[src/hw/rtl/assert_macros.svh]
// Assertion shorthands, all sampled on clock and quiet while reset is high.
`ifndef ASSERT_MACROS_SVH
`define ASSERT_MACROS_SVH

// cons must hold in the same cycle as ante
`define ASSERT_SAME(label, ante, cons, msg) \
   label: assert property (@(posedge clock) disable iff (reset) (ante) |-> (cons)) \
      else $error(msg);

// cons must hold in the cycle after ante
`define ASSERT_NEXT(label, ante, cons, msg) \
   label: assert property (@(posedge clock) disable iff (reset) (ante) |=> (cons)) \
      else $error(msg);

`endif

[src/hw/rtl/adq_pkg.sv]
`timescale 1ns / 1ps
package adq_pkg;

   localparam int STAGES   = 7;
   localparam int ST_FRONT = 1;
   localparam int ST_PREP  = 2;
   localparam int ST_MUL   = 3;
   localparam int ST_CLIP  = 4;
   localparam int ST_PROD  = 5;
   localparam int ST_ACC   = 6;
   localparam int ST_OUT   = 7;

   typedef logic [STAGES:1] stage_vec_type;

   localparam int COEF_BITS      = 16;
   localparam int SINE_MAG_BITS  = 15;
   localparam int INV_SQRT3_BITS = 17;
   localparam logic signed [INV_SQRT3_BITS-1:0] INV_SQRT3_Q16 = 17'sd37837;
   localparam logic [63:0] HALF_PI_Q30 = 64'd1686629713;

   localparam int WIDE_BITS = 40;

   typedef struct packed {
      logic                         hit;
      logic signed [WIDE_BITS-1:0]  value;
   } clip_type;

   // clamp to the signed range of the given width
   function automatic clip_type clip_sample(input logic signed [WIDE_BITS-1:0] v,
                                            input int unsigned bits);
      logic signed [WIDE_BITS-1:0] hi;
      clip_type r;
      hi = (WIDE_BITS'(1) << (bits - 1)) - WIDE_BITS'(1);
      r.hit   = 1'b0;
      r.value = v;
      if (v > hi) begin
         r.hit   = 1'b1;
         r.value = hi;
      end else if (v < ~hi) begin
         r.hit   = 1'b1;
         r.value = ~hi;
      end
      return r;
   endfunction

endpackage

[src/hw/rtl/adq_park.sv]
`timescale 1ns / 1ps
module adq_park #(
   parameter int SAMPLE_BITS = 16
) (
   input  logic                                 clock,
   input  adq_pkg::stage_vec_type               stage_en,
   input  logic signed [SAMPLE_BITS-1:0]        alpha,
   input  logic signed [SAMPLE_BITS-1:0]        beta,
   input  logic signed [SAMPLE_BITS-1:0]        zero_seq,
   input  logic                                 clipped,
   input  logic signed [adq_pkg::COEF_BITS-1:0] sine,
   input  logic signed [adq_pkg::COEF_BITS-1:0] cosine,
   output logic signed [SAMPLE_BITS-1:0]        alpha_out,
   output logic signed [SAMPLE_BITS-1:0]        beta_out,
   output logic signed [SAMPLE_BITS-1:0]        zero_out,
   output logic signed [SAMPLE_BITS-1:0]        d_axis,
   output logic signed [SAMPLE_BITS-1:0]        q_axis,
   output logic                                 saturated
);

   localparam int PRD_BITS = SAMPLE_BITS + adq_pkg::COEF_BITS;
   localparam int ACC_BITS = PRD_BITS + 1;
   localparam logic signed [ACC_BITS-1:0] HALF    = ACC_BITS'(16384);
   localparam logic signed [ACC_BITS-1:0] HALF_M1 = ACC_BITS'(16383);

   // stage 5: four products
   logic signed [PRD_BITS-1:0]    ca_in, sb_in, cb_in, sa_in;
   logic signed [PRD_BITS-1:0]    ca_ff, sb_ff, cb_ff, sa_ff;
   logic signed [SAMPLE_BITS-1:0] a5_ff, b5_ff, z5_ff;
   logic                          c5_ff;

   assign ca_in = cosine * alpha;
   assign sb_in = sine * beta;
   assign cb_in = cosine * beta;
   assign sa_in = sine * alpha;

   always_ff @(posedge clock) begin
      if (stage_en[adq_pkg::ST_PROD]) begin
         ca_ff <= ca_in;
         sb_ff <= sb_in;
         cb_ff <= cb_in;
         sa_ff <= sa_in;
         a5_ff <= alpha;
         b5_ff <= beta;
         z5_ff <= zero_seq;
         c5_ff <= clipped;
      end
   end

   // stage 6: rotate
   logic signed [ACC_BITS-1:0]    d_sum_ff, q_sum_ff;
   logic signed [SAMPLE_BITS-1:0] a6_ff, b6_ff, z6_ff;
   logic                          c6_ff;

   always_ff @(posedge clock) begin
      if (stage_en[adq_pkg::ST_ACC]) begin
         d_sum_ff <= ACC_BITS'(ca_ff) + ACC_BITS'(sb_ff);
         q_sum_ff <= ACC_BITS'(cb_ff) - ACC_BITS'(sa_ff);
         a6_ff    <= a5_ff;
         b6_ff    <= b5_ff;
         z6_ff    <= z5_ff;
         c6_ff    <= c5_ff;
      end
   end

   // stage 7: round half away from zero, saturate
   logic signed [ACC_BITS-1:0] d_bias, q_bias, d_rnd, q_rnd;
   adq_pkg::clip_type          d_c, q_c;

   assign d_bias = d_sum_ff[ACC_BITS-1] ? HALF_M1 : HALF;
   assign q_bias = q_sum_ff[ACC_BITS-1] ? HALF_M1 : HALF;
   assign d_rnd  = (d_sum_ff + d_bias) >>> 15;
   assign q_rnd  = (q_sum_ff + q_bias) >>> 15;
   assign d_c    = adq_pkg::clip_sample(adq_pkg::WIDE_BITS'(d_rnd), SAMPLE_BITS);
   assign q_c    = adq_pkg::clip_sample(adq_pkg::WIDE_BITS'(q_rnd), SAMPLE_BITS);

   logic signed [SAMPLE_BITS-1:0] a7_ff, b7_ff, z7_ff, d_ff, q_ff;
   logic                          sat_ff;

   always_ff @(posedge clock) begin
      if (stage_en[adq_pkg::ST_OUT]) begin
         a7_ff  <= a6_ff;
         b7_ff  <= b6_ff;
         z7_ff  <= z6_ff;
         d_ff   <= SAMPLE_BITS'(d_c.value);
         q_ff   <= SAMPLE_BITS'(q_c.value);
         sat_ff <= c6_ff | d_c.hit | q_c.hit;
      end
   end

   assign alpha_out = a7_ff;
   assign beta_out  = b7_ff;
   assign zero_out  = z7_ff;
   assign d_axis    = d_ff;
   assign q_axis    = q_ff;
   assign saturated = sat_ff;

endmodule
[config.mk]
export PLATFORM = sky130hd
export DESIGN_NAME = adq_park
export DESIGN_NICKNAME = d
export VERILOG_FILES = /design/src/hw/rtl/assert_macros.svh /design/src/hw/rtl/adq_pkg.sv /design/src/hw/rtl/adq_park.sv
export SDC_FILE = /design/constraint.sdc
export NUM_CORES = 2
export LEC_CHECK = 0
export ABC_AREA = 1
export BUFFER_PORTS_ARGS = -buffer_cell sky130_fd_sc_hd__buf_2
export CAP_MARGIN = 20
export CORE_ASPECT_RATIO = 1.1
export CORE_MARGIN = 5
export CORE_UTILIZATION = 50
export DETAILED_ROUTE_END_ITERATION = 10
export HOLD_SLACK_MARGIN = 0.15
export MAX_ROUTING_LAYER = met4
export PLACE_DENSITY = 0.66
export SYNTH_ARGS = -nofsm -noshare
export SYNTH_HDL_FRONTEND = slang
export SYNTH_SLANG_ARGS = --single-unit
[constraint.sdc]
create_clock -name clock -period 9.6 [get_ports clock]
set_input_delay 1.92 -clock clock [delete_from_list [all_inputs] [get_ports clock]]
set_output_delay 1.92 -clock clock [all_outputs]
set_load 0.03 [all_outputs]
==> qor.yml <==
worst_setup_path:
  timing.critical_path.max_delay_family: "adder cells"
  worstSetupPathType: "input pin to flop"
  worst-path-stages: 22
  critical_path.cell_chain: "buf_2, nand2_1, fa_1, fa_1, fa_1, inv_1, fa_1, fa_1, inv_1, fa_1, inv_1, ha_1, a21oi_1, o21ai_0, a21oi_1, nand3_1, nand2_1, nand2_1, nand3_1, nand2_1, nand2_1, nand2_1"
  worstPathBufferInverterCount: 4
  worst_path_largest_cell_delay_ns: 0.80
  crit_startpoint: "alpha[1]"
  worstPathArrival_ns: 8.18
  r2r_setup_slack_ns: 6.29
  reg2regPathDepth: 14
  cp_capture_type: "flop"
  r2r-end: "saturated$_DFFE_PP_"
  timing.rr.start: "d_sum_ff[32]$_DFFE_PP_"
  worst_path_max_delay_cell: "buf_2"
  cp_max_fo: 33
  data_required_time_at_the_worst_endpoint_ns: 9.95
  critPathLaunchType: "input pin"
logic_synthesis:
  post_synth.cell_area_avg_um2: 8.64
  syn-num-nets: 8313
  yosys.cell_count.top_type: "inv_1"
  synth-seq-cells: 373
  yosysWarnings: 0
  count_of_flip_flops_with_a_built_in_enable_after_synthesis: 373
  synth_sequential_area_ratio_pct: 19.2
  synthTopCellsByCount: "inv_1, nand2_1, fa_1, ha_1, edfxtp_1"
  ffs_w_async_s_r_synth_pct: 0
  synth_top_area_share_pct: 36.0
  syn-cell-area_um2: 58400
  synthFlopType: "edfxtp_1"
  yosysUniqueCellTypes: 52
  post_synth_main_area_contributors: "fa_1, edfxtp_1, inv_1"
  post_synth_inst_count: 6754
  synth.largest_area_cell: "fa_1"
die:
  std_cell_rows: 131
  die_width_um: 336
  boundaryPins: 170
  die-area_um2: 124000
  die_y_um: 368
  floorplan.initialDensity_pct: 50.3
  floorplan.core_area_um2: 116000
detailed_routing:
  count_of_vias_placed_by_the_detailed_router: 43000
  dr.pass1.iters: 6
  wl_met1_mm: 63.8
  antenna_violating_nets_post_route: 0
  route.detailed.drc: 0
  highest-signal-layer: "met4"
  detail_route.iter0.violations: 2919
  vias_per_cell: 5.13
  wl_mm: 149
  route.met3.wl_mm: 10.1
  drt-wirelength-per-cell_um: 17.7
  wl_met2_mm: 71.3
placement:
  dp.final_hpwl_mm: 119
  place.detailed.instances: 8294
  place_congestion: 0.917
  port_buffers: 165
  placedInstanceArea_um2: 60700
sta:
  slew-limit-headroom_pct: 26.6
  finalWorstPathRequiredPeriod_ns: 7.83
  worst_clock_skew_ns: 0.0301
  timing.final.setup_violations: 0
  setup_total_negative_slack_ns: 0
  final.period_utilization_pct: 81.6
  timing_worst_slew_pin_value_ns: 1.10
  hold_viol: 0
  grt_setup_unrepaired: "no"
  timing.fmax_mhz: 128
  finalMaxSlewViolations: 0
clocking:
  setup_fix_buffers_added_after_clock_tree_synthesis: 0
  clock_tree_from_tritoncts: "built"
  tritoncts_num_sinks: 373
  cts_hold_buffers: 0
  ctsLongestPathBuffers: 3
  cts-buffers-inserted: 42
  htreeDepth: 2
  cts_resized: 0
  clkTransAtPathRegs_ns: 0.08
  clock_tree.root_cell: "clkbuf_16"
  worst_skew_pair_latency_ns: 0.61
run:
  cap_viol_max_count: 0
hold_path:
  hold_path_startpoint: "b6_ff[9]$_DFFE_PP_"
  hold_class: "flop to flop"
  worst_hold_path.endpoint: "beta_out[9]$_DFFE_PP_"
  min_delay_path_depth: 0
layout:
  design.final.nets: 8368
  layout.core_utilization_pct: 53.5
  area_growth_pct: 6.41
  post_layout_nonfiller_instances: 8380
  post_route_cells_drive_above_1_share_pct: 5.07
  final_cell_area_um2: 62100
grt:
  pin_count_of_the_biggest_net_entering_global_routing: 69
  first_global_vias: 45300
  antenna_found_initial: 10
  global_route.usage.total_pct: 25.5
  grt_overflow_total: 0
  grt_pass1_wl_mm: 243
run_status:
  run_status: "finished, final reports clean"
stage by stage:
stage / worst slack [ns] / hold slack, ns
CTS: 1.91 / 0.403
floorplan: 2.38 / 0.400
finish: 1.77 / 0.402
detailed placement: 1.27 / 0.405
global route: 1.44 / 0.408
global placement: 1.30 / 0.400
how the worst max path moves through the flow:
stage / endpoint
6_report: sa_ff[28]$_DFFE_PP_
5_1_grt: sa_ff[31]$_DFFE_PP_
4_1_cts: sa_ff[31]$_DFFE_PP_
3_5_place_dp: sa_ff[29]$_DFFE_PP_
3_3_place_gp: sa_ff[31]$_DFFE_PP_
2_1_floorplan: cb_ff[31]$_DFFE_PP_
metal layers:
metal | track usage, % | vias up
met5 | - | -
met2 | 41.4 | 1324
li1 | - | 20000
met3 | 3.42 | 203
met1 | 34.5 | 21500
met4 | 5.88 | 0
cell usage in the layout, fill, tap and decap left out, types with 8 or more instances in the layout:
cell type	instances
fa_1	1050
clkbuf_16	42
a21o_1	18
o21bai_1	16
xor2_1	124
nand3_2	16
nand4_1	50
nor3_1	29
inv_1	1930
buf_2	162
diode_2	9
edfxtp_1	373
nor2_1	287
buf_4	46
a31oi_1	27
nand3_1	125
ha_1	420
a21oi_1	220
nand2_1	1566
clkinv_2	8
nand2_2	13
o211ai_1	8
o21ai_0	121
xnor2_1	74
o21a_1	11
area by class of cell:
class,instances,area (µm²)
fillers,10800,53900
multi-input cells,4245,39100
flip-flops and latches,373,11200
inverters,1938,7270
well taps,1529,1910
repair buffers,209,1170
clock buffers,46,1070
clock inverters,31,363
diodes,9,22.5
sequential cells by signal, indices dropped and copies added, names as in the netlist, 32 cells and up:
name	count
sa_ff	32
cb_ff	32
ca_ff	32
sb_ff	32
q_sum_ff	33
d_sum_ff	33
cell families (layout without fill, tap and decap cells):
logic type,count (synthesis),count (layout),share of synthesized area (%)
buf+inv,2136,2224,13.8
fa+ha+maj,1470,1470,45.0
other cells,0,9,0
simple gates,2126,2126,14.7
xor+xnor,198,198,2.97
flops,373,373,19.2
compound gates,451,451,4.29
Power is left out: the tool's default activity adds up to more than one toggle a clock period on the data nets, which glitch-free logic cannot reach.
