File: src/hw/rtl/assert_macros.svh
// Assertion shorthands, all sampled on clock and quiet while reset is high.
`ifndef ASSERT_MACROS_SVH
`define ASSERT_MACROS_SVH

// cons must hold in the same cycle as ante
`define ASSERT_SAME(label, ante, cons, msg) \
   label: assert property (@(posedge clock) disable iff (reset) (ante) |-> (cons)) \
      else $error(msg);

// cons must hold in the cycle after ante
`define ASSERT_NEXT(label, ante, cons, msg) \
   label: assert property (@(posedge clock) disable iff (reset) (ante) |=> (cons)) \
      else $error(msg);

`endif

File: src/hw/rtl/adq_pkg.sv
`timescale 1ns / 1ps
package adq_pkg;

   localparam int STAGES   = 7;
   localparam int ST_FRONT = 1;
   localparam int ST_PREP  = 2;
   localparam int ST_MUL   = 3;
   localparam int ST_CLIP  = 4;
   localparam int ST_PROD  = 5;
   localparam int ST_ACC   = 6;
   localparam int ST_OUT   = 7;

   typedef logic [STAGES:1] stage_vec_type;

   localparam int COEF_BITS      = 16;
   localparam int SINE_MAG_BITS  = 15;
   localparam int INV_SQRT3_BITS = 17;
   localparam logic signed [INV_SQRT3_BITS-1:0] INV_SQRT3_Q16 = 17'sd37837;
   localparam logic [63:0] HALF_PI_Q30 = 64'd1686629713;

   localparam int WIDE_BITS = 40;

   typedef struct packed {
      logic                         hit;
      logic signed [WIDE_BITS-1:0]  value;
   } clip_type;

   // clamp to the signed range of the given width
   function automatic clip_type clip_sample(input logic signed [WIDE_BITS-1:0] v,
                                            input int unsigned bits);
      logic signed [WIDE_BITS-1:0] hi;
      clip_type r;
      hi = (WIDE_BITS'(1) << (bits - 1)) - WIDE_BITS'(1);
      r.hit   = 1'b0;
      r.value = v;
      if (v > hi) begin
         r.hit   = 1'b1;
         r.value = hi;
      end else if (v < ~hi) begin
         r.hit   = 1'b1;
         r.value = ~hi;
      end
      return r;
   endfunction

endpackage

File: src/hw/rtl/adq_clarke.sv
`timescale 1ns / 1ps
module adq_clarke #(
   parameter int SAMPLE_BITS = 16
) (
   input  logic                          clock,
   input  adq_pkg::stage_vec_type        stage_en,
   input  logic signed [SAMPLE_BITS-1:0] phase_a,
   input  logic signed [SAMPLE_BITS-1:0] phase_b,
   input  logic signed [SAMPLE_BITS-1:0] phase_c,
   output logic signed [SAMPLE_BITS-1:0] alpha,
   output logic signed [SAMPLE_BITS-1:0] beta,
   output logic signed [SAMPLE_BITS-1:0] zero_seq,
   output logic                          clipped
);

   localparam int SUM_BITS   = SAMPLE_BITS + 2;
   localparam int MAG_BITS   = SAMPLE_BITS + 1;
   localparam int QUO_BITS   = MAG_BITS - 1;
   localparam int DIV3_SHIFT = MAG_BITS + 2;
   localparam int DIV3_PBITS = 2 * MAG_BITS + 1;
   localparam logic [MAG_BITS:0] DIV3_MUL =
      (MAG_BITS + 1)'((64'd1 << DIV3_SHIFT) / 64'd3 + 64'd1);
   localparam int DIFF_BITS  = SAMPLE_BITS + 1;
   localparam int PROD_BITS  = DIFF_BITS + adq_pkg::INV_SQRT3_BITS;
   localparam int BETA_BITS  = PROD_BITS - 16;
   localparam logic signed [PROD_BITS-1:0] BETA_HALF    = PROD_BITS'(32768);
   localparam logic signed [PROD_BITS-1:0] BETA_HALF_M1 = PROD_BITS'(32767);

   // stage 1: sums
   logic signed [SUM_BITS-1:0]  a_x, b_x, c_x;
   logic signed [SUM_BITS-1:0]  sum_a_in, sum_z_in, sum_a_ff, sum_z_ff;
   logic signed [DIFF_BITS-1:0] diff_in, diff_ff;

   assign a_x      = SUM_BITS'(phase_a);
   assign b_x      = SUM_BITS'(phase_b);
   assign c_x      = SUM_BITS'(phase_c);
   assign sum_a_in = (a_x <<< 1) - b_x - c_x;
   assign sum_z_in = a_x + b_x + c_x;
   assign diff_in  = DIFF_BITS'(phase_b) - DIFF_BITS'(phase_c);

   always_ff @(posedge clock) begin
      if (stage_en[adq_pkg::ST_FRONT]) begin
         sum_a_ff <= sum_a_in;
         sum_z_ff <= sum_z_in;
         diff_ff  <= diff_in;
      end
   end

   // stage 2: magnitudes for the divide by three, beta product
   logic signed [SUM_BITS-1:0]  abs_a, abs_z;
   logic [MAG_BITS-1:0]         mag_a_in, mag_z_in, mag_a_ff, mag_z_ff;
   logic                        neg_a2_ff, neg_z2_ff;
   logic signed [PROD_BITS-1:0] bprod_in, bprod_ff;

   assign abs_a    = sum_a_ff[SUM_BITS-1] ? -sum_a_ff : sum_a_ff;
   assign abs_z    = sum_z_ff[SUM_BITS-1] ? -sum_z_ff : sum_z_ff;
   assign mag_a_in = MAG_BITS'(abs_a) + MAG_BITS'(1);
   assign mag_z_in = MAG_BITS'(abs_z) + MAG_BITS'(1);
   assign bprod_in = diff_ff * adq_pkg::INV_SQRT3_Q16;

   always_ff @(posedge clock) begin
      if (stage_en[adq_pkg::ST_PREP]) begin
         mag_a_ff  <= mag_a_in;
         mag_z_ff  <= mag_z_in;
         neg_a2_ff <= sum_a_ff[SUM_BITS-1];
         neg_z2_ff <= sum_z_ff[SUM_BITS-1];
         bprod_ff  <= bprod_in;
      end
   end

   // stage 3: divide by three via reciprocal, beta rounding
   logic [DIV3_PBITS-1:0]       qp_a, qp_z;
   logic [QUO_BITS-1:0]         quo_a_in, quo_z_in, quo_a_ff, quo_z_ff;
   logic                        neg_a3_ff, neg_z3_ff;
   logic signed [PROD_BITS-1:0] bbias, bsum;
   logic signed [BETA_BITS-1:0] beta_r_in, beta_r_ff;

   assign qp_a      = DIV3_PBITS'(mag_a_ff) * DIV3_PBITS'(DIV3_MUL);
   assign qp_z      = DIV3_PBITS'(mag_z_ff) * DIV3_PBITS'(DIV3_MUL);
   assign quo_a_in  = QUO_BITS'(qp_a >> DIV3_SHIFT);
   assign quo_z_in  = QUO_BITS'(qp_z >> DIV3_SHIFT);
   assign bbias     = bprod_ff[PROD_BITS-1] ? BETA_HALF_M1 : BETA_HALF;
   assign bsum      = bprod_ff + bbias;
   assign beta_r_in = BETA_BITS'(bsum >>> 16);

   always_ff @(posedge clock) begin
      if (stage_en[adq_pkg::ST_MUL]) begin
         quo_a_ff  <= quo_a_in;
         quo_z_ff  <= quo_z_in;
         neg_a3_ff <= neg_a2_ff;
         neg_z3_ff <= neg_z2_ff;
         beta_r_ff <= beta_r_in;
      end
   end

   // stage 4: restore sign, saturate
   logic signed [adq_pkg::WIDE_BITS-1:0] qa_w, qz_w;
   adq_pkg::clip_type alpha_c, beta_c, zero_c;
   logic signed [SAMPLE_BITS-1:0] alpha_ff, beta_ff, zero_ff;
   logic                          clip_ff;

   assign qa_w    = adq_pkg::WIDE_BITS'(quo_a_ff);
   assign qz_w    = adq_pkg::WIDE_BITS'(quo_z_ff);
   assign alpha_c = adq_pkg::clip_sample(neg_a3_ff ? -qa_w : qa_w, SAMPLE_BITS);
   assign zero_c  = adq_pkg::clip_sample(neg_z3_ff ? -qz_w : qz_w, SAMPLE_BITS);
   assign beta_c  = adq_pkg::clip_sample(adq_pkg::WIDE_BITS'(beta_r_ff), SAMPLE_BITS);

   always_ff @(posedge clock) begin
      if (stage_en[adq_pkg::ST_CLIP]) begin
         alpha_ff <= SAMPLE_BITS'(alpha_c.value);
         beta_ff  <= SAMPLE_BITS'(beta_c.value);
         zero_ff  <= SAMPLE_BITS'(zero_c.value);
         clip_ff  <= alpha_c.hit | beta_c.hit | zero_c.hit;
      end
   end

   assign alpha    = alpha_ff;
   assign beta     = beta_ff;
   assign zero_seq = zero_ff;
   assign clipped  = clip_ff;

endmodule

File: config.mk
export PLATFORM = sky130hd
export DESIGN_NAME = adq_clarke
export DESIGN_NICKNAME = d
export VERILOG_FILES = /design/src/hw/rtl/assert_macros.svh /design/src/hw/rtl/adq_pkg.sv /design/src/hw/rtl/adq_clarke.sv
export SDC_FILE = /design/constraint.sdc
export NUM_CORES = 1
export LEC_CHECK = 0
export BUFFER_PORTS_ARGS = -buffer_cell sky130_fd_sc_hd__buf_4
export CAP_MARGIN = 20
export CORE_MARGIN = 2
export CORE_UTILIZATION = 51
export CTS_BUF_LIST = sky130_fd_sc_hd__clkbuf_16
export DETAILED_ROUTE_END_ITERATION = 12
export PLACE_DENSITY = 0.74
export SLEW_MARGIN = 20
export SYNTH_ARGS = -nofsm -noshare
export SYNTH_HDL_FRONTEND = slang
export SYNTH_SLANG_ARGS = --single-unit
File: constraint.sdc
create_clock -name clock -period 5.6 [get_ports clock]
set_input_delay 0.56 -clock clock [delete_from_list [all_inputs] [get_ports clock]]
set_output_delay 0.56 -clock clock [all_outputs]
set_load 0.02 [all_outputs]
==> flow_summary_export.csv <==
group,metric,value,unit
routing,drt-initial-drc-count,894,
sta,worstMarginPinSlew,1.009,ns
floorplan,row_count,86,
outcome,run_status,"complete, but fails checks",
finish,nFillCells,4382,
routing,drc,0,
routing,route.final.wire_length,59.79,mm
finish,finish.net_count,3872,
routing,viasPerCell,5.238,
setup_path,slowest_cell_on_the_critical_path,"sky130_fd_sc_hd__fa_2",
clock_network,clk_transition_reported_paths,0.07,ns
place,placed_cells,3688,
setup_path,path_cells,"ha_4, inv_4, fa_2, fa_2, fa_1, inv_2, fa_1, inv_2, fa_1, inv_2, ha_4, and3_4, a221oi_4, o21ai_2, a2111oi_4, nor3b_4, a31oi_4, o311a_1, o21bai_2, xor2_1",
sta,slew_headroom,32.05,%
sta,timing.final.crit_period,5.774,ns
sta,clock_skew,0.01240,ns
logic_synthesis,synthesis.instances,2751,
place,place.port_buffers,101,
global_routing,grt_antenna_before_repair,0,
global_routing,pin_count_of_the_biggest_net_entering_global_routing,71,
sta,timing_max_transition_violations_final,0,
hold_path,worst_hold_startpoint,"phase_a[0]",
routing,remaining_number_of_nets_flagged_by_the_antenna_check_after_routing,0,
place,globalplace.congestion,0.9619,
clock_network,clock_path_buffers,3,
setup_path,crit_required,5.90,ns
sta,hold_viol_final,0,
logic_synthesis,synth-seq-cells,224,
setup_path,worstPathBufferInverterCount,4,
run,maximum_capacitance_violations,0,
setup_path,cpPeakStageDelay,0.60,ns
floorplan,die-width,239.3,um
global_routing,first_global_vias,21200,
floorplan,chipHeight,239.3,um
floorplan,core_region_area,54880,um2
clock_network,clockRootBuffer,"sky130_fd_sc_hd__clkbuf_16",
setup_path,rr_startpoint,"mag_a_ff[2]",
sta,final_critical_path_setup_slack,-0.1738,ns
sta,share_of_the_cycle_needed_by_the_critical_path_after_routing,103.1,%
floorplan,design.portCount,105,
setup_path,timing_worst_setup_path_type,"register to register",
setup_path,path_max_fanout,5,
logic_synthesis,yosysSeqAreaShare,23.83,%
floorplan,die_area,57240,um2
clock_network,cts.htree.levels,1,
logic_synthesis,synth.cells.most_frequent,"sky130_fd_sc_hd__inv_1 (615), sky130_fd_sc_hd__ha_1 (462), sky130_fd_sc_hd__fa_1 (300), sky130_fd_sc_hd__edfxtp_1 (224), sky130_fd_sc_hd__xnor2_1 (129)",
outcome,failed_checks,"setup timing",
logic_synthesis,synth_nets,3569,
floorplan,initial_core_utilization,51.43,%
clock_network,tritoncts_num_sinks,224,
logic_synthesis,netlist-cell-type-count,102,
logic_synthesis,yosys_warnings,0,
logic_synthesis,synth_most_common_cell,"sky130_fd_sc_hd__inv_1",
logic_synthesis,synth_area_leader_cell,"sky130_fd_sc_hd__edfxtp_1",
logic_synthesis,ys_flop_type,"sky130_fd_sc_hd__edfxtp_1",
global_routing,grt-ovfl-total,0,
place,hpwlAfterDp,50.01,mm
clock_network,holdBufCountCts,0,
clock_network,cts_tree,"built",
setup_path,worst-r2r-setup-slack,-0.17,ns
sta,setup_viol_count_final,12,
clock_network,cts_made_buffers,26,
sta,finalHoldWorstSlack,0.3896,ns
global_routing,grt_first_pass_wirelength,100.7,mm
sta,rsz0062_at_grt,"yes",
global_routing,grt_use_total,21.52,%
logic_synthesis,async_reset_ff_share,0,%
logic_synthesis,post-synth-top-area-fraction,23.83,%
setup_path,launching_instance_or_port_of_the_critical_path,"mag_a_ff[2]",
finish,flow.area_growth_from_synthesis,17.28,%
finish,layout.cells.non_filler,3777,
logic_synthesis,mappedNetlistArea,28220,um2
sta,fmax,0.1732,GHz
logic_synthesis,post_synth.cell_area_avg,10.26,um2
finish,share_of_layout_cells_above_drive_strength_1,18.06,%
logic_synthesis,yosys-top-cells-area,"sky130_fd_sc_hd__edfxtp_1 (24%), sky130_fd_sc_hd__fa_1 (21%), sky130_fd_sc_hd__ha_1 (20%)",
setup_path,critical-path-top-delay-family,"adder cells",
setup_path,critical_path.endpoint_type,"register",
routing,num_vias,19780,
clock_network,clk_latency,0.55,ns
setup_path,timing.critical_path.arrival,6.07,ns
routing,drt_pass1_iterations,7,
hold_path,min-delay-path-class,"input pin to register",
finish,diodes,0,
routing,routed_wire_length_per_instance,15.83,um
setup_path,critical_path.startpoint_type,"register",
logic_synthesis,synth_enable_flop_cells,224,
final timing paths:
check,to,cells after the start
min,sum_a_ff[0],2
min reg2reg,neg_z3_ff,0
max reg2reg,quo_a_ff[14],20
max,quo_a_ff[14],20
cell families (layout without fill, tap and decap cells):
group                    Yosys count  count (layout)  share of synthesized area [%]
AO/OA/AOI/OAI                    434             434                          10.44
adder cells (fa/ha/maj)          762             762                          41.76
buffers and inverters            657             979                          8.795
AND/OR/NAND/NOR                  443             443                          7.926
flip-flops                       224             224                          23.83
multiplexers                      10              10                         0.3591
XOR/XNOR                         221             221                          6.884
state kept, by name (all words and copies together) (netlist names), 17 cells and up:
signal / count
mag_z_ff: 17
bprod_ff: 34
beta_r_ff: 18
mag_a_ff: 17
sum_z_ff: 18
diff_ff: 17
sum_a_ff: 18
final cells by class:
type,instances,area (um2),share of cell area (%)
clock inverter,20,145.1,0.4384
timing repair buffer,316,2410,7.280
clock buffer,27,675.6,2.041
tap,704,880.8,2.661
sequential,224,6726,20.32
multi-input combinational,1870,19950,60.26
inverter,616,2317,7.000
cell usage in the layout, fill, tap and decap left out, types with 8 or more instances in the layout:
cell,n
sky130_fd_sc_hd__inv_1,576
sky130_fd_sc_hd__ha_1,407
sky130_fd_sc_hd__buf_4,306
sky130_fd_sc_hd__fa_1,285
sky130_fd_sc_hd__edfxtp_1,224
sky130_fd_sc_hd__xnor2_1,127
sky130_fd_sc_hd__nand2_1,126
sky130_fd_sc_hd__nor2_1,119
sky130_fd_sc_hd__a21oi_1,104
sky130_fd_sc_hd__xor2_1,91
sky130_fd_sc_hd__o21ai_0,88
sky130_fd_sc_hd__a21o_1,54
sky130_fd_sc_hd__ha_4,48
sky130_fd_sc_hd__inv_2,41
sky130_fd_sc_hd__nand3_1,32
sky130_fd_sc_hd__clkbuf_16,27
sky130_fd_sc_hd__nor3_1,22
sky130_fd_sc_hd__o31ai_1,19
sky130_fd_sc_hd__nand2b_1,19
sky130_fd_sc_hd__o21a_1,18
sky130_fd_sc_hd__nor2b_1,18
sky130_fd_sc_hd__and3_1,15
sky130_fd_sc_hd__fa_2,15
sky130_fd_sc_hd__a31oi_1,11
sky130_fd_sc_hd__a21oi_2,11
sky130_fd_sc_hd__or3_1,10
sky130_fd_sc_hd__nand4_1,10
sky130_fd_sc_hd__buf_6,10
sky130_fd_sc_hd__mux2i_1,9
sky130_fd_sc_hd__o22ai_1,9
sky130_fd_sc_hd__o21ai_1,8
sky130_fd_sc_hd__o21bai_1,8
sky130_fd_sc_hd__a211oi_1,8
timing repair:
item,4_1_cts,5_1_grt
hold endpoints to repair,0,0
endpoints found under the setup margin,28,33
resized for setup,75,89
pin swaps,86,77
buffers inserted,24,18
stage by stage:
step                      setup WS [ns]  cell area (um2)  setup TNS (ns)  utilization [%]
final                           -0.1738            33100         -0.7723            60.32
after global routing            -0.3683            33100          -4.504            60.32
after global placement          -0.1764            31160          -2.174            56.78
after detailed placement        -0.3157            31160          -4.937            56.78
after CTS                      -0.09602            32520         -0.6211            59.27
after floorplan                -0.03352            28400        -0.05267                -
metal layers:
metal	share of wire (%)	up-vias	GRT usage [%]
met5	0	-	0
met4	2.6	0	5.890
met3	3.0	83	2.028
met2	51	309	39.18
met1	44	9658	27.28
li1	-	9733	-
Power is left out: the tool's default activity adds up to more than one toggle a clock period on the data nets, which glitch-free logic cannot reach.
